--- src/rtl/core/gtb_pkg.sv ---
// ----------------------------------------------------------------------------
// gtb_pkg: shared types and constants of the 5x7 glyph text blitter
// Font table, character codes, and the job handed from the front end to the
// halfword writer.
// ----------------------------------------------------------------------------
`default_nettype none

package gtb_pkg;

    // One glyph: seven rows of five pixels, row 0 on top, bit 4 leftmost.
    typedef logic [0:6][4:0] t_glyph;

    // Number of glyphs in the font and the width of a glyph index.
    localparam int GLYPH_COUNT = 39;
    localparam int GLYPH_IDX_W = 6;

    // Glyph numbering: letters first, then digits, then the punctuation.
    localparam logic [GLYPH_IDX_W-1:0] IDX_DIGIT0 = 6'd26;
    localparam logic [GLYPH_IDX_W-1:0] IDX_COLON  = 6'd36;
    localparam logic [GLYPH_IDX_W-1:0] IDX_SLASH  = 6'd37;
    localparam logic [GLYPH_IDX_W-1:0] IDX_DASH   = 6'd38;

    // ASCII codes recognized by the font.
    localparam logic [7:0] CH_A     = 8'h41;
    localparam logic [7:0] CH_Z     = 8'h5A;
    localparam logic [7:0] CH_0     = 8'h30;
    localparam logic [7:0] CH_9     = 8'h39;
    localparam logic [7:0] CH_COLON = 8'h3A;
    localparam logic [7:0] CH_SLASH = 8'h2F;
    localparam logic [7:0] CH_DASH  = 8'h2D;

    // Request kinds on the input channel.
    localparam logic ACT_PLACE = 1'b0;
    localparam logic ACT_DRAW  = 1'b1;

    // Halfword offset of framebuffer page 1.
    localparam logic [15:0] PAGE_OFFSET = 16'd20480;

    // Cursor movement after each character.
    localparam logic signed [9:0] CURSOR_STEP = 10'sd6;
    localparam logic signed [9:0] CURSOR_MAX  = 10'sd511;

    // Glyph extent used for the on-screen check.
    localparam logic [11:0] GLYPH_W_M1 = 12'd5;
    localparam logic [11:0] GLYPH_H_M1 = 12'd7;

    // Result of decoding a character code.
    typedef struct packed {
        logic                   known;
        logic [GLYPH_IDX_W-1:0] idx;
    } t_glyph_sel;

    // A glyph that will be drawn: address of its top-left halfword,
    // replicated ink, and whether it starts on an odd pixel.
    typedef struct packed {
        logic [15:0] base;
        logic [15:0] data;
        logic        odd;
    } t_job;

    // Font table.
    localparam t_glyph FONT [0:GLYPH_COUNT-1] = '{
        {5'd14, 5'd17, 5'd17, 5'd31, 5'd17, 5'd17, 5'd17},
        {5'd30, 5'd17, 5'd17, 5'd30, 5'd17, 5'd17, 5'd30},
        {5'd14, 5'd17, 5'd16, 5'd16, 5'd16, 5'd17, 5'd14},
        {5'd30, 5'd17, 5'd17, 5'd17, 5'd17, 5'd17, 5'd30},
        {5'd31, 5'd16, 5'd16, 5'd30, 5'd16, 5'd16, 5'd31},
        {5'd31, 5'd16, 5'd16, 5'd30, 5'd16, 5'd16, 5'd16},
        {5'd14, 5'd17, 5'd16, 5'd23, 5'd17, 5'd17, 5'd14},
        {5'd17, 5'd17, 5'd17, 5'd31, 5'd17, 5'd17, 5'd17},
        {5'd31, 5'd4,  5'd4,  5'd4,  5'd4,  5'd4,  5'd31},
        {5'd7,  5'd2,  5'd2,  5'd2,  5'd18, 5'd18, 5'd12},
        {5'd17, 5'd18, 5'd20, 5'd24, 5'd20, 5'd18, 5'd17},
        {5'd16, 5'd16, 5'd16, 5'd16, 5'd16, 5'd16, 5'd31},
        {5'd17, 5'd27, 5'd21, 5'd21, 5'd17, 5'd17, 5'd17},
        {5'd17, 5'd25, 5'd21, 5'd19, 5'd17, 5'd17, 5'd17},
        {5'd14, 5'd17, 5'd17, 5'd17, 5'd17, 5'd17, 5'd14},
        {5'd30, 5'd17, 5'd17, 5'd30, 5'd16, 5'd16, 5'd16},
        {5'd14, 5'd17, 5'd17, 5'd17, 5'd21, 5'd18, 5'd13},
        {5'd30, 5'd17, 5'd17, 5'd30, 5'd20, 5'd18, 5'd17},
        {5'd15, 5'd16, 5'd16, 5'd14, 5'd1,  5'd1,  5'd30},
        {5'd31, 5'd4,  5'd4,  5'd4,  5'd4,  5'd4,  5'd4},
        {5'd17, 5'd17, 5'd17, 5'd17, 5'd17, 5'd17, 5'd14},
        {5'd17, 5'd17, 5'd17, 5'd17, 5'd17, 5'd10, 5'd4},
        {5'd17, 5'd17, 5'd17, 5'd21, 5'd21, 5'd21, 5'd10},
        {5'd17, 5'd17, 5'd10, 5'd4,  5'd10, 5'd17, 5'd17},
        {5'd17, 5'd17, 5'd10, 5'd4,  5'd4,  5'd4,  5'd4},
        {5'd31, 5'd1,  5'd2,  5'd4,  5'd8,  5'd16, 5'd31},
        {5'd14, 5'd17, 5'd19, 5'd21, 5'd25, 5'd17, 5'd14},
        {5'd4,  5'd12, 5'd4,  5'd4,  5'd4,  5'd4,  5'd14},
        {5'd14, 5'd17, 5'd1,  5'd2,  5'd4,  5'd8,  5'd31},
        {5'd30, 5'd1,  5'd1,  5'd14, 5'd1,  5'd1,  5'd30},
        {5'd2,  5'd6,  5'd10, 5'd18, 5'd31, 5'd2,  5'd2},
        {5'd31, 5'd16, 5'd16, 5'd30, 5'd1,  5'd1,  5'd30},
        {5'd14, 5'd16, 5'd16, 5'd30, 5'd17, 5'd17, 5'd14},
        {5'd31, 5'd1,  5'd2,  5'd4,  5'd8,  5'd8,  5'd8},
        {5'd14, 5'd17, 5'd17, 5'd14, 5'd17, 5'd17, 5'd14},
        {5'd14, 5'd17, 5'd17, 5'd15, 5'd1,  5'd1,  5'd14},
        {5'd0,  5'd4,  5'd4,  5'd0,  5'd4,  5'd4,  5'd0},
        {5'd0,  5'd1,  5'd2,  5'd4,  5'd8,  5'd16, 5'd0},
        {5'd0,  5'd0,  5'd0,  5'd31, 5'd0,  5'd0,  5'd0}
    };

    // Map an ASCII code onto a glyph index.
    function automatic t_glyph_sel glyph_lookup(input logic [7:0] ch);
        t_glyph_sel sel;
        sel.known = 1'b0;
        sel.idx   = '0;
        if (ch >= CH_A && ch <= CH_Z) begin
            sel.known = 1'b1;
            sel.idx   = GLYPH_IDX_W'(ch - CH_A);
        end else if (ch >= CH_0 && ch <= CH_9) begin
            sel.known = 1'b1;
            sel.idx   = GLYPH_IDX_W'(ch - CH_0) + IDX_DIGIT0;
        end else if (ch == CH_COLON) begin
            sel.known = 1'b1;
            sel.idx   = IDX_COLON;
        end else if (ch == CH_SLASH) begin
            sel.known = 1'b1;
            sel.idx   = IDX_SLASH;
        end else if (ch == CH_DASH) begin
            sel.known = 1'b1;
            sel.idx   = IDX_DASH;
        end
        return sel;
    endfunction

endpackage

`default_nettype wire

--- src/rtl/core/glyph_text_blitter_5x7_unit.sv ---
// ----------------------------------------------------------------------------
// glyph_text_blitter_5x7_unit: 5x7 font text blitter, top level
// Decodes place and draw requests and turns each drawn character into masked
// halfword writes for an 8-bit-per-pixel framebuffer.
// ----------------------------------------------------------------------------
// Usage:
// The input channel (i_valid / o_ready) carries requests. A place request
// (i_action low) loads the cursor and the ink from i_start_x, i_start_y and
// i_ink_colour and yields no writes. A draw request looks up i_char_code in
// the font and, if the glyph fits on screen, yields one write request per
// halfword touched, row by row, with o_last_write on the final one. The
// cursor then moves right by six pixels, saturating at 511.
// The output channel (o_valid / i_ready) carries the writes, one per cycle
// at most. The first write of a glyph passes through the job holding register,
// the glyph-in-flight register and the output register once the draw request
// is accepted. A glyph issues at most 21 writes; the generator holds one glyph
// in flight and one waiting, and loads the waiting one as the last write goes.
// i_cfg_we with i_cfg_wdata selects the framebuffer page; write it while no
// writes are pending. Synchronous reset clears the cursor, ink, page and all
// pending work. When the receiver stalls, the output register holds and the
// input stops accepting once the waiting job slot is full.
// ----------------------------------------------------------------------------
`default_nettype none

module glyph_text_blitter_5x7_unit #(
    parameter int SCREEN_WIDTH  = 240,
    parameter int SCREEN_HEIGHT = 160
) (
    input  wire         i_clk,
    input  wire         i_rst_n,
    // Configuration.
    input  wire         i_cfg_we,
    input  wire         i_cfg_wdata,
    // Request channel.
    input  wire         i_valid,
    output logic        o_ready,
    input  wire         i_action,
    input  wire  [9:0]  i_start_x,
    input  wire  [9:0]  i_start_y,
    input  wire  [7:0]  i_ink_colour,
    input  wire  [7:0]  i_char_code,
    // Write channel.
    output logic        o_valid,
    input  wire         i_ready,
    output logic [15:0] o_vram_halfword,
    output logic [15:0] o_write_data,
    output logic [1:0]  o_byte_enable,
    output logic        o_last_write
);

    localparam int          ROW_PITCH = SCREEN_WIDTH / 2;
    localparam logic [11:0] SCR_W     = 12'(SCREEN_WIDTH);
    localparam logic [11:0] SCR_H     = 12'(SCREEN_HEIGHT);

    // Drawing state.
    logic                   r_frame_page;
    logic signed [9:0]      r_cursor_x;
    logic signed [9:0]      r_cursor_y;
    logic [7:0]             r_ink;
    gtb_pkg::t_glyph        r_font;

    logic                   accept;
    logic                   draw;
    logic                   on_screen;
    gtb_pkg::t_glyph_sel    sel;
    logic [gtb_pkg::GLYPH_IDX_W-1:0] rom_idx;
    logic signed [9:0]      n_cursor_x;
    logic [15:0]            row_base;
    logic [15:0]            page_base;
    gtb_pkg::t_job          job;

    assign accept = i_valid && o_ready;

    // Configuration register.
    always_ff @(posedge i_clk) begin
        if (!i_rst_n) begin
            r_frame_page <= 1'b0;
        end else if (i_cfg_we) begin
            r_frame_page <= i_cfg_wdata;
        end
    end

    // Character decode and on-screen check against the current cursor.
    assign sel     = gtb_pkg::glyph_lookup(i_char_code);
    assign rom_idx = sel.known ? sel.idx : '0;
    assign on_screen = !r_cursor_x[9] && !r_cursor_y[9]
                    && ({2'b00, r_cursor_x} + gtb_pkg::GLYPH_W_M1) < SCR_W
                    && ({2'b00, r_cursor_y} + gtb_pkg::GLYPH_H_M1) < SCR_H;
    assign draw = accept && (i_action == gtb_pkg::ACT_DRAW) && sel.known && on_screen;

    // Top-left halfword address of the glyph.
    assign row_base  = 16'(r_cursor_y[8:0]) * 16'(ROW_PITCH);
    assign page_base = r_frame_page ? gtb_pkg::PAGE_OFFSET : 16'd0;
    assign job.base  = page_base + row_base + 16'(r_cursor_x[9:1]);
    assign job.data  = {r_ink, r_ink};
    assign job.odd   = r_cursor_x[0];

    // Cursor advance, saturating at the top of the range.
    assign n_cursor_x = (r_cursor_x >= gtb_pkg::CURSOR_MAX - gtb_pkg::CURSOR_STEP)
                      ? gtb_pkg::CURSOR_MAX : r_cursor_x + gtb_pkg::CURSOR_STEP;

    // Cursor and ink update on each accepted request.
    always_ff @(posedge i_clk) begin
        if (!i_rst_n) begin
            r_cursor_x <= '0;
            r_cursor_y <= '0;
            r_ink      <= '0;
        end else if (accept) begin
            case (i_action)
                gtb_pkg::ACT_PLACE: begin
                    r_cursor_x <= i_start_x;
                    r_cursor_y <= i_start_y;
                    r_ink      <= i_ink_colour;
                end
                gtb_pkg::ACT_DRAW: begin
                    r_cursor_x <= n_cursor_x;
                end
                default: begin
                    r_cursor_x <= r_cursor_x;
                end
            endcase
        end
    end

    // Font ROM with registered read, captured alongside the job.
    always_ff @(posedge i_clk) begin
        if (draw) begin
            r_font <= gtb_pkg::FONT[rom_idx];
        end
    end

    gtb_writer #(
        .ROW_PITCH (ROW_PITCH)
    ) u_writer (
        .i_clk           (i_clk),
        .i_rst_n         (i_rst_n),
        .i_job_valid     (draw),
        .i_job           (job),
        .i_font          (r_font),
        .o_job_ready     (o_ready),
        .o_valid         (o_valid),
        .i_ready         (i_ready),
        .o_vram_halfword (o_vram_halfword),
        .o_write_data    (o_write_data),
        .o_byte_enable   (o_byte_enable),
        .o_last_write    (o_last_write)
    );

endmodule

`default_nettype wire

--- src/rtl/core/gtb_writer.sv ---
// ----------------------------------------------------------------------------
// gtb_writer: halfword write generator
// Holds one waiting glyph job and one glyph in flight, and issues one masked
// halfword write per cycle while the receiver is ready, through a registered output stage.
// ----------------------------------------------------------------------------
`default_nettype none

module gtb_writer #(
    parameter int ROW_PITCH = 120
) (
    input  wire                 i_clk,
    input  wire                 i_rst_n,
    // Job from the front end; the font rows arrive from its ROM register.
    input  wire                 i_job_valid,
    input  gtb_pkg::t_job       i_job,
    input  gtb_pkg::t_glyph     i_font,
    output logic                o_job_ready,
    // Write requests toward the framebuffer.
    output logic                o_valid,
    input  wire                 i_ready,
    output logic [15:0]         o_vram_halfword,
    output logic [15:0]         o_write_data,
    output logic [1:0]          o_byte_enable,
    output logic                o_last_write
);

    // Waiting job.
    logic          r_s1_valid;
    gtb_pkg::t_job r_s1_job;

    // Glyph in flight: byte enables per row and per halfword.
    logic [6:0][2:0][1:0] r_en;
    logic [6:0][2:0][1:0] n_en;
    logic [6:0][2:0][1:0] load_en;
    gtb_pkg::t_job        r_cur;

    // Output stage.
    logic        r_out_valid;
    logic [15:0] r_out_addr;
    logic [15:0] r_out_data;
    logic [1:0]  r_out_be;
    logic        r_out_last;

    logic        out_free;
    logic        emit;
    logic        load;
    logic        found;
    logic [2:0]  sel_row;
    logic [1:0]  sel_k;
    logic        last;
    logic [15:0] slot_addr;

    // Byte enables of a fresh glyph, from the font rows and the pixel phase.
    always_comb begin
        for (int r = 0; r < 7; r++) begin
            if (r_s1_job.odd) begin
                load_en[r][0] = {i_font[r][4], 1'b0};
                load_en[r][1] = {i_font[r][2], i_font[r][3]};
                load_en[r][2] = {i_font[r][0], i_font[r][1]};
            end else begin
                load_en[r][0] = {i_font[r][3], i_font[r][4]};
                load_en[r][1] = {i_font[r][1], i_font[r][2]};
                load_en[r][2] = {1'b0, i_font[r][0]};
            end
        end
    end

    // Pick the first halfword that still has enabled bytes.
    always_comb begin
        found   = 1'b0;
        sel_row = '0;
        sel_k   = '0;
        for (int r = 0; r < 7; r++) begin
            for (int k = 0; k < 3; k++) begin
                if (!found && r_en[r][k] != 2'b00) begin
                    found   = 1'b1;
                    sel_row = 3'(r);
                    sel_k   = 2'(k);
                end
            end
        end
    end

    // Retire the chosen halfword; it is the last one when nothing remains.
    always_comb begin
        n_en = r_en;
        n_en[sel_row][sel_k] = 2'b00;
    end

    assign last      = (n_en == '0);
    assign out_free  = !r_out_valid || i_ready;
    assign emit      = found && out_free;
    assign load      = r_s1_valid && (!found || (emit && last));
    assign slot_addr = r_cur.base + 16'(16'(sel_row) * 16'(ROW_PITCH)) + 16'(sel_k);

    assign o_job_ready = !r_s1_valid || load;

    // Job holding register.
    always_ff @(posedge i_clk) begin
        if (!i_rst_n) begin
            r_s1_valid <= 1'b0;
        end else if (o_job_ready) begin
            r_s1_valid <= i_job_valid;
        end
    end

    always_ff @(posedge i_clk) begin
        if (o_job_ready && i_job_valid) begin
            r_s1_job <= i_job;
        end
    end

    // Glyph in flight: load a new one or clear the halfword just issued.
    always_ff @(posedge i_clk) begin
        if (!i_rst_n) begin
            r_en <= '0;
        end else if (load) begin
            r_en <= load_en;
        end else if (emit) begin
            r_en <= n_en;
        end
    end

    always_ff @(posedge i_clk) begin
        if (load) begin
            r_cur <= r_s1_job;
        end
    end

    // Output register.
    always_ff @(posedge i_clk) begin
        if (!i_rst_n) begin
            r_out_valid <= 1'b0;
        end else if (emit) begin
            r_out_valid <= 1'b1;
        end else if (i_ready) begin
            r_out_valid <= 1'b0;
        end
    end

    always_ff @(posedge i_clk) begin
        if (emit) begin
            r_out_addr <= slot_addr;
            r_out_data <= r_cur.data;
            r_out_be   <= r_en[sel_row][sel_k];
            r_out_last <= last;
        end
    end

    assign o_valid         = r_out_valid;
    assign o_vram_halfword = r_out_addr;
    assign o_write_data    = r_out_data;
    assign o_byte_enable   = r_out_be;
    assign o_last_write    = r_out_last;

`ifndef ASSERT_OFF
    // Every glyph in the font touches at least one halfword.
    a_load_nonempty: assert property (@(posedge i_clk) disable iff (!i_rst_n)
        load |=> (r_en != '0))
        else $error("glyph loaded with no enabled bytes");

    // An issued write always enables at least one byte.
    a_be_nonzero: assert property (@(posedge i_clk) disable iff (!i_rst_n)
        o_valid |-> (o_byte_enable != 2'b00))
        else $error("write request with empty byte enable");

    // A waiting job is kept until it moves into the writer.
    a_job_kept: assert property (@(posedge i_clk) disable iff (!i_rst_n)
        (r_s1_valid && !load) |=> r_s1_valid)
        else $error("waiting glyph job lost");

    // A new glyph starts only after the previous one issued its last write.
    a_load_after_last: assert property (@(posedge i_clk) disable iff (!i_rst_n)
        (load && found) |-> (emit && last))
        else $error("glyph replaced before its last write");
`endif

endmodule

`default_nettype wire

--- config.mk ---
export PLATFORM = sky130hd
export DESIGN_NAME = glyph_text_blitter_5x7_unit
export DESIGN_NICKNAME = d
export VERILOG_FILES = /design/src/rtl/core/gtb_pkg.sv /design/src/rtl/core/glyph_text_blitter_5x7_unit.sv /design/src/rtl/core/gtb_writer.sv
export SDC_FILE = /design/constraint.sdc
export NUM_CORES = 1
export LEC_CHECK = 0
export BUFFER_PORTS_ARGS = -buffer_cell sky130_fd_sc_hd__clkbuf_2
export CAP_MARGIN = 20
export CORE_ASPECT_RATIO = 1.1
export CORE_MARGIN = 4
export CORE_UTILIZATION = 45
export CTS_CLUSTER_DIAMETER = 150
export DETAILED_ROUTE_END_ITERATION = 16
export GPL_TIMING_DRIVEN = 0
export HOLD_SLACK_MARGIN = 0.12
export REMOVE_ABC_BUFFERS = 1
export SETUP_SLACK_MARGIN = 0.02
export SYNTH_ARGS = -nofsm -noshare
export SYNTH_HDL_FRONTEND = slang
export SYNTH_SLANG_ARGS = --single-unit
--- constraint.sdc ---
create_clock -name i_clk -period 7.3 [get_ports i_clk]
set_input_delay 0.73 -clock i_clk [delete_from_list [all_inputs] [get_ports i_clk]]
set_output_delay 0.73 -clock i_clk [all_outputs]
set_load 0.02 [all_outputs]
Word level (Yosys, flattened, before mapping)
Memories as Yosys holds them, arrays and structs flattened. A register that Yosys moved wholly into a read port is not among the register bits.
Index checks and enable logic that the tools add are counted.
Cells by class
  add/sub/neg operators: 10
  multiply operators: 2
  magnitude comparators: 11
  equality and inequality tests: 3
  multiplexer cells: 87
  bitwise logic cells: 4
  reductions and logical operators: 88
Operator list (number)
  $mux 42: 2
  $mux 6: 10
  $mux 2: 27
  $reduce_bool 2->1: 23
  $and 42x42->42: 1
  $logic_not 42->1: 1
  $not 42->42: 1
  $logic_and 1x1->1: 35
  $mux 7: 5
  $mux 1: 27
  $mux 3: 9
  $logic_not 1->1: 25
  $eq 8x6->1 const B: 3
  $add 10x3->11 const B: 2
  $lt 11x8->1 const B: 2
  $pmux 10 s2: 1
  $bmux 6 s3: 1
  $demux 6 s3: 1
  $add 15x16->16: 1
  $add 16x10->16: 1
  $add 16x2->16: 1
  $add 16x9->16: 1
  $mux 15: 1
  $mul 9x4->13 const B: 1
  21 further kinds: 23
Storage, ports and cells
  bits in registers: 173
  ROM bits: 2240
  input port bits: 43
  output and inout port bits: 37
  logic and storage cells: 242
  memories kept: 1
Memories
  (name not given): depth 64, bits a word 35, read ports 1, clocked after Yosys merged registers in 1, write ports 0, RTL line glyph_text_blitter_5x7_unit.sv:128  | r_font <= gtb_pkg::FONT[rom_idx];

Logic depth before layout (Yosys ltp)
Gate-level depths: netlist of the first run.
  depth in word-level cells: 80
  gate-level depth with buffers: 19

Cells and area by module
Synthesis of the first run repeated with hierarchy kept, for this count alone.
Second synthesis, totals
  cell total of the unflattened synthesis: 1273
  area, all modules: 13015.0 µm²
By module, submodules not included
  gtb_writer: times used 1, cells each 561, area each 6910.4 µm², seq. area each 3883.7 µm²
  glyph_text_blitter_5x7_unit: times used 1, cells each 712, area each 6104.6 µm², seq. area each 1631.6 µm²

Least setup slack after synthesis of the first run
Ideal clock, no wire load.
  path kind: register to register
  start: register u_writer.r_en[18] (netlist bit)
  end: register r_font[0] (netlist bit), enable pin
  library setup time: 427 ps
  arrival time: 5118 ps
  required time: 6873 ps
  path slack: 1755 ps
  cell stages (with the launch flop): 13
  path buffers: 1
  path through: dfxtp_1 > nor4_2 > nand4_1 > or2_1 > nor2_1 > ha_1 > nand2_1 > a2111oi_0 > o21ai_1 > nor4_2 > a41oi_1 > clkbuf_1 > nor2_1
Between the ends
  word-level cells in the longest chain between the ends: 53
  elaborated cells on any way between the ends: 83
  those cells by class: order compare: 4; mux: 40; bitwise: 2; reduce/logical: 37
RTL lines
  start: declaration: RTL line gtb_writer.sv:32  | logic [6:0][2:0][1:0] r_en;
  start signal: assignment: RTL line gtb_writer.sv:118  | r_en <= load_en;
  start signal: assignment: RTL line gtb_writer.sv:120  | r_en <= n_en;
  $reduce_bool 2->1: RTL line gtb_writer.sv:75  | if (!found && r_en[r][k] != 2'b00) begin
  $logic_and 1x1->1: RTL line gtb_writer.sv:75
  $mux 1: RTL line gtb_writer.sv:75
  $logic_not 1->1: RTL line gtb_writer.sv:75
  $logic_and 1x1->1: RTL line gtb_writer.sv:75
  $mux 1: RTL line gtb_writer.sv:75
  $logic_not 1->1: RTL line gtb_writer.sv:75
  $logic_and 1x1->1: RTL line gtb_writer.sv:75
  [36 not listed]
  $logic_not 42->1: RTL line gtb_writer.sv:90  | assign last = (n_en == '0);
  $logic_and 1x1->1: RTL line gtb_writer.sv:93  | assign load = r_s1_valid && (!found || (emit && last));
  $logic_or 1x1->1 (*): RTL line gtb_writer.sv:93
  $logic_and 1x1->1 (*): RTL line gtb_writer.sv:93
  $logic_or 1x1->1 (*): RTL line gtb_writer.sv:96  | assign o_job_ready = !r_s1_valid || load;
  $logic_and 1x1->1 (*): RTL line glyph_text_blitter_5x7_unit.sv:72  | assign accept = i_valid && o_ready;
  $logic_and 1x1->1 (*) (3 in a row): RTL line glyph_text_blitter_5x7_unit.sv:89  | assign draw = accept && (i_action == gtb_pkg::ACT_DRAW) && sel.known && on_screen;
  via draw: RTL line glyph_text_blitter_5x7_unit.sv:63  | logic draw;
  end: declaration: RTL line glyph_text_blitter_5x7_unit.sv:60  | gtb_pkg::t_glyph r_font;
The timed path passes the listed nets; every way through them passes the cells marked *.
A chain may end at the register's enable or synchronous reset.

Final worst setup path of the first run
  start: register u_writer.r_en[18] (netlist bit)
  end: output o_ready
Between the ends
  word-level cells in the longest chain between the ends: 49
  elaborated cells on any way between the ends: 79
  those cells by class: order compare: 4; mux: 40; bitwise: 2; reduce/logical: 33
RTL lines
  $reduce_bool 2->1: RTL line gtb_writer.sv:75
  $logic_and 1x1->1: RTL line gtb_writer.sv:75
  $mux 1: RTL line gtb_writer.sv:75
  $logic_not 1->1: RTL line gtb_writer.sv:75
  $logic_and 1x1->1: RTL line gtb_writer.sv:75
  $mux 1: RTL line gtb_writer.sv:75
  $logic_not 1->1: RTL line gtb_writer.sv:75
  $logic_and 1x1->1: RTL line gtb_writer.sv:75
  [33 not listed]
  $demux 6 s3
  $not 42->42 (no line)
  $and 42x42->42 (no line)
  $logic_not 42->1: RTL line gtb_writer.sv:90
  $logic_and 1x1->1: RTL line gtb_writer.sv:93
  $logic_or 1x1->1 (*): RTL line gtb_writer.sv:93
  $logic_and 1x1->1 (*): RTL line gtb_writer.sv:93
  $logic_or 1x1->1 (*): RTL line gtb_writer.sv:96
  end: declaration: RTL line glyph_text_blitter_5x7_unit.sv:36  | output logic o_ready,
Mark *: on every way between the ends. The rest lies on a longest branch, timed or not.

==> results_dict.tcl, run 1 <==
set metrics [dict create \
    status "finished, final reports clean" \
    n_antenna_cell 0 \
    start_kind "register" \
    cts_hold_buffers 0 \
    path_cells "nor4_2 > nand4_1 > or2_1 > nor2_1 > inv_1 > ha_1 > o2111ai_1 > nor3_1 > a211o_1 > o2111ai_1 > nor4_2 > a31oi_1 > buf_4 > nand2_1 > clkbuf_2" \
    final_area_mm2 0.0132 \
    cts.path.max_buffers 2 \
    pin_count 80 \
    synth.area.mux_share_pct 4.33 \
    max-vdd-ir-drop_uv 131 \
    tightest_slew_ps 1080 \
    first_pass_iters 5 \
    yosysSeqAreaShare_pct 40.4 \
    synth-seq-cells 184 \
    cts_made_buffers 17 \
    cp.arrival_ps 5900 \
    setup_ws_ps 669 \
    insertion_delay_ps 440 \
    stdcell_count 1660 \
    synth-simple-area-share_pct 15.7 \
    hpwlAfterDp_mm 23.4 \
    synthCells 1261 \
    cap_violations 0 \
    synth_compound_area_share_pct 21.1 \
    placed_area_mm2 0.0125 \
    first_global_vias 9070 \
    synth_adder_area_share_pct 10.9 \
    port_buffers 79 \
    drtIter0Drc 834 \
    synthArstFlopShare_pct 0 \
    finalCriticalPeriod_ps 6630 \
    ys.flop_type "edfxtp_1" \
    postRouteAntennaNets 0 \
    core-area_mm2 0.0261 \
    clock_skew_ps 13.6 \
    dieHeight_um 178 \
    die_w_um 163 \
    netlist.top_cell.by_area "edfxtp_1" \
    cts_num_sinks 184 \
    leakagePower_nw 5.20 \
    synth_warnings 0 \
    synth_area_leaders "edfxtp_1 (28%), dfxtp_1 (12%), ha_1 (7.5%)" \
    post_cts_resized 0 \
    tritoncts "yes" \
    cp_slowest_stage_delay_ps 760 \
    setup-tns-final_ps 0 \
    dp.cells 1627 \
    dpl_worst_slack_ps 1120 \
    cts_root_buf "clkbuf_16" \
    nets 1429 \
    finalCritPeriodShare_pct 90.8 \
    htreeDepth 4 \
    initial_core_util_pct 45.5 \
    synth_top_family_by_area "compound AO/OA/AOI/OAI gates" \
    synth-xor-area-share_pct 3.25 \
    yosys.area.top_type_share_pct 28.1 \
    vias 9653 \
    setup_violations 0 \
    grt_max_degree 63 \
    path_class "reg -> out" \
    finalHoldViolCount 0 \
    final_util_pct 50.5 \
    synth_edf_count 111 \
    crit_buf_inv 3 \
    place.gp.congestion 0.963 \
    path_max_fanout 13 \
    fillerInstances 2487 \
    post_drt_wl_per_cell_um 18.6 \
    overflow 0 \
    required_ps 6570 \
    hold_class "reg -> reg" \
    yosysMostFrequentCell "nand2_1" \
    grt_use_total_pct 21.6 \
    cpLargestDelayFamily "simple AND/OR/NAND/NOR gates" \
    final_layout_size_suffix_gt1_share_pct 12.5 \
    end_kind "primary output" \
    slowest_stage "nor2_1" \
    clkTransAtPathRegs_ps 70 \
    syn_area_mm2 0.0119 \
    dieArea_mm2 0.0290 \
    fmax_ghz 0.151 \
    drc 0 \
    grt_setup_unrepaired "false" \
    vias_per_cell 5.82 \
    cellPowerDensity_mw_per_mm2 201 \
    synth_common_cells "nand2_1 (146), o21ai_0 (112), edfxtp_1 (111)" \
    max_slew_margin_pct 28.1 \
    postCtsSetupBuffers 0 \
    synth_cell_type_count 91 \
    avgSynthCellArea_um2 9.40 \
    syn_to_final_growth_pct 11.1 \
    slew_viol_final 0 \
    grt_pass1_wl_mm 49.9 \
    antenna_found_initial 0 \
    rows 62 \
    drt-total-wl_mm 30.9 \
]
-- stage by stage --
| stage | hold slack, ps | total power, W |
|---|---|---|
| detailed placement | 405 | 0.00175 |
| global route | 424 | 0.00278 |
| floorplan | 400 | 0.00157 |
| CTS | 419 | 0.00267 |
| global placement | 402 | 0.00174 |
| finish | 415 | 0.00265 |
-- cell type report --
class	instances	area, µm²	share of cell area [%]
inverters	43	161	1.23
clock inverters	15	173	1.31
repair buffers	88	559	4.25
clock buffers	17	425	3.23
well taps	352	440	3.34
multi-input cells	961	6620	50.2
flip-flops and latches	184	4790	36.4
-- worst paths after layout --
path | end | cells past startpoint | start | slack [ps]
max | o_ready | 15 | u_writer.r_en[18]$_SDFFE_PN0P_ | 670
min | u_writer.r_cur[27]$_DFFE_PN_ | 0 | u_writer.r_s1_job[27]$_DFFE_PP_ | 420
min reg2reg | u_writer.r_cur[27]$_DFFE_PN_ | 0 | u_writer.r_s1_job[27]$_DFFE_PP_ | 420
max reg2reg | r_font[32]$_DFFE_PP_ | 11 | u_writer.r_en[18]$_SDFFE_PN0P_ | 990
-- power by group --
group,internal (W),switching (W)
Clock,0.000463,0.000456
Sequential,0.00116,0.0000386
Combinational,0.000187,0.000337
Total,0.00181,0.000832
-- per-layer routing --
metal	GRT usage, %	wire length [µm]	vias up
met5	0	0	-
met4	8.77	1050	0
met3	3.86	1710	68
met2	32.7	13700	343
met1	30.6	14400	4514
li1	-	-	4728
-- layout by cell type, fill, tap and decap left out, types with 14 or more instances in the layout --
| cell | instances |
|---|---|
| dfxtp_1 | 73 |
| clkbuf_16 | 17 |
| a31oi_1 | 14 |
| a21oi_1 | 81 |
| o21ai_0 | 112 |
| edfxtp_1 | 111 |
| nand2_1 | 146 |
| nand3_1 | 32 |
| nor3_1 | 18 |
| o22ai_1 | 14 |
| ha_1 | 71 |
| mux2i_1 | 48 |
| clkbuf_2 | 78 |
| o211ai_1 | 42 |
| xnor2_1 | 31 |
| nor2_1 | 99 |
| fa_1 | 20 |
| inv_1 | 40 |
-- registers in the layout (all words and copies together), names as in the netlist, 2 cells and up --
register and flops:
r_ink 8, r_cursor_x 10, r_cursor_y 10, u_writer.o_vram_halfword 16, u_writer.r_cur 24, u_writer.r_en 42, u_writer.r_s1_job 25, u_writer.o_byte_enable 2
r_font 35, u_writer.o_write_data 8
-- cell families (layout without fill, tap and decap cells) --
kind of cell	Yosys count	count (layout)
AND/OR/NAND/NOR	391	391
AO/OA/AOI/OAI	384	384
flip-flops	184	184
buffers and inverters	116	163
adder cells (fa/ha/maj)	91	91
multiplexers	51	51
XOR/XNOR	44	44
No activity file was read; power rests on OpenSTA's default activity.
==> inputs of run 2 (changes only) <==
--- a/config.mk
+++ b/config.mk
@@ -15,4 +15,5 @@
 export GPL_TIMING_DRIVEN = 0
 export HOLD_SLACK_MARGIN = 0.12
+export MAX_ROUTING_LAYER = met4
 export REMOVE_ABC_BUFFERS = 1
 export SETUP_SLACK_MARGIN = 0.02
==> constraint.sdc (replaced) <==
create_clock -name i_clk -period 7.3 [get_ports i_clk]
set_input_delay 0.365 -clock i_clk [delete_from_list [all_inputs] [get_ports i_clk]]
set_output_delay 0.365 -clock i_clk [all_outputs]
set_load 0.02 [all_outputs]
==> run 2 against run 1 <==
- clock power is 5.4% higher
- die area stayed put
- combinational power hardly changed
==> results_dict.tcl, run 2 (same netlist as run 1, synthesis figures left out) <==
set metrics [dict create \
    cts_hold_buffers 0 \
    slowest_stage "nor2_1" \
    final_area_mm2 0.0132 \
    r2r_cells 11 \
    final_util_pct 50.8 \
    grt_max_degree 80 \
    pin_count 80 \
    crit_buf_inv 3 \
    final_cell_mix "nand2_1 (146), o21ai_0 (112), edfxtp_1 (111)" \
    rows 62 \
    setup-tns-final_ps 0 \
    drtIter0Drc 950 \
    vias_per_cell 5.91 \
    hpwlAfterDp_mm 22.9 \
    cts_root_buf "clkbuf_16" \
    finalCritPeriodShare_pct 86.3 \
    postCtsSetupBuffers 0 \
    antenna_found_initial 0 \
    top_usage_layer "met2" \
    status "finished, final reports clean" \
    holdPathEnd "r_cursor_y[5]$_SDFFE_PN0P_" \
    r2r_setup_slack_ps 1050 \
    cts_made_buffers 17 \
    use_met3_pct 3.26 \
    first_global_vias 9325 \
    first_pass_iters 5 \
    dpl_worst_slack_ps 1150 \
    cp_slowest_stage_delay_ps 760 \
    dieArea_mm2 0.0290 \
    port_buffers 79 \
    reg2reg_to "r_font[16]$_DFFE_PP_" \
    cap_violations 0 \
    drc 0 \
    top_register "u_writer.r_en" \
    max_slew_margin_pct 34.2 \
    initial_core_util_pct 45.5 \
    setup_ws_ps 998 \
    hold_class "in -> reg" \
    holdPathStages 3 \
    post_cts_resized 0 \
    min_from "i_start_y[5]" \
    final_common_cell "nand2_1" \
    finalHoldViolCount 0 \
    grt_setup_unrepaired "false" \
    path_cells "nor4_2 > nand4_1 > or2_1 > nor2_1 > inv_1 > ha_1 > o2111ai_1 > nor3_1 > a211o_1 > o2111ai_1 > nor4_2 > a31oi_1 > buf_4 > nand2_1 > clkbuf_2" \
    path_class "reg -> out" \
    cellPowerDensity_mw_per_mm2 204 \
    stdcell_count 1661 \
    placed_area_mm2 0.0125 \
    die_w_um 163 \
    core-area_mm2 0.0261 \
    max-vdd-ir-drop_uv 135 \
    tritoncts "yes" \
    grt_pass1_wl_mm 50.6 \
    leakagePower_nw 5.23 \
    clkTransAtPathRegs_ps 80 \
    largest_register_ffs 42 \
    setup_violations 0 \
    insertion_delay_ps 440 \
    n_antenna_cell 0 \
    final_layout_size_suffix_gt1_share_pct 12.5 \
    reg_top3 "u_writer.r_en x42, r_font x35, u_writer.r_s1_job x25" \
    cts_num_sinks 184 \
    end_kind "primary output" \
    clock_skew_ps 17.1 \
    cpLargestDelayFamily "simple AND/OR/NAND/NOR gates" \
    dp.cells 1627 \
    post_drt_wl_per_cell_um 18.6 \
    required_ps 6930 \
    path_max_fanout 13 \
    place.gp.congestion 1.01 \
    start_kind "register" \
    htreeDepth 4 \
    drt-total-wl_mm 31.0 \
    cts.path.max_buffers 2 \
    syn_to_final_growth_pct 11.6 \
    tightest_slew_ps 967 \
    dieHeight_um 178 \
    fmax_ghz 0.159 \
    met2_usage_pct 33.2 \
    vias 9810 \
    r2r-start "u_writer.r_en[18]$_SDFFE_PN0P_" \
    grt_use_total_pct 22.3 \
    postRouteAntennaNets 0 \
    finalCriticalPeriod_ps 6300 \
    cp.arrival_ps 5940 \
    slew_viol_final 0 \
    overflow 0 \
    nets 1430 \
    use_met1_pct 31.1 \
]
[run 2: cell types whose count changed in the layout (fill, tap and decap cells not counted), sizes merged]
cell      delta
clkinv       +3
inv          -2
clkinvlp     -1
buf          +1
[run 2: final cells by class]
type                       instances  area [µm²]
clock inverter                    15         225
sequential                       184        4790
fill                            2425       12800
clock buffer                      17         425
multi-input combinational        961        6620
tap                              352         440
timing repair buffer              89         567
inverter                          43         161
[run 2: how the worst max path moves through the flow]
stage | endpoint | cells past startpoint | start
floorplan | r_font[19]$_DFFE_PP_ | 11 | i_char_code[1]
CTS | o_ready | 15 | u_writer.r_en[18]$_SDFFE_PN0P_
finish | o_ready | 15 | u_writer.r_en[18]$_SDFFE_PN0P_
detailed placement | r_font[32]$_DFFE_PP_ | 11 | u_writer.r_en[18]$_SDFFE_PN0P_
global placement | r_font[19]$_DFFE_PP_ | 12 | i_char_code[1]
global route | r_font[24]$_DFFE_PP_ | 11 | u_writer.r_en[18]$_SDFFE_PN0P_
[run 2: power breakdown]
group / switching [W] / internal (W)
clock network: 0.000487 / 0.000482
registers: 0.0000389 / 0.00116
logic: 0.000339 / 0.000188
[run 2: stage by stage]
step                      hold WS [ps]  power [W]
after detailed placement           405    0.00174
after CTS                          126    0.00272
after global routing               127    0.00283
final                              142    0.00270
after global placement             402    0.00173
after floorplan                    400    0.00157
[run 2: routing by layer]
layer,routed length [µm],share of wire [%],up-vias
met3,1910,6.2,79
met4,907,2.9,0
li1,-,-,4739
met5,0,0,-
met2,13800,45,417
met1,14400,46,4575
[run 2: tightest hold or removal path: cells and delay by family]
kind                   cells  cell delay, ps
AND/OR/NAND/NOR            1              40
multiplexers               1              50
buffers and inverters      1              80
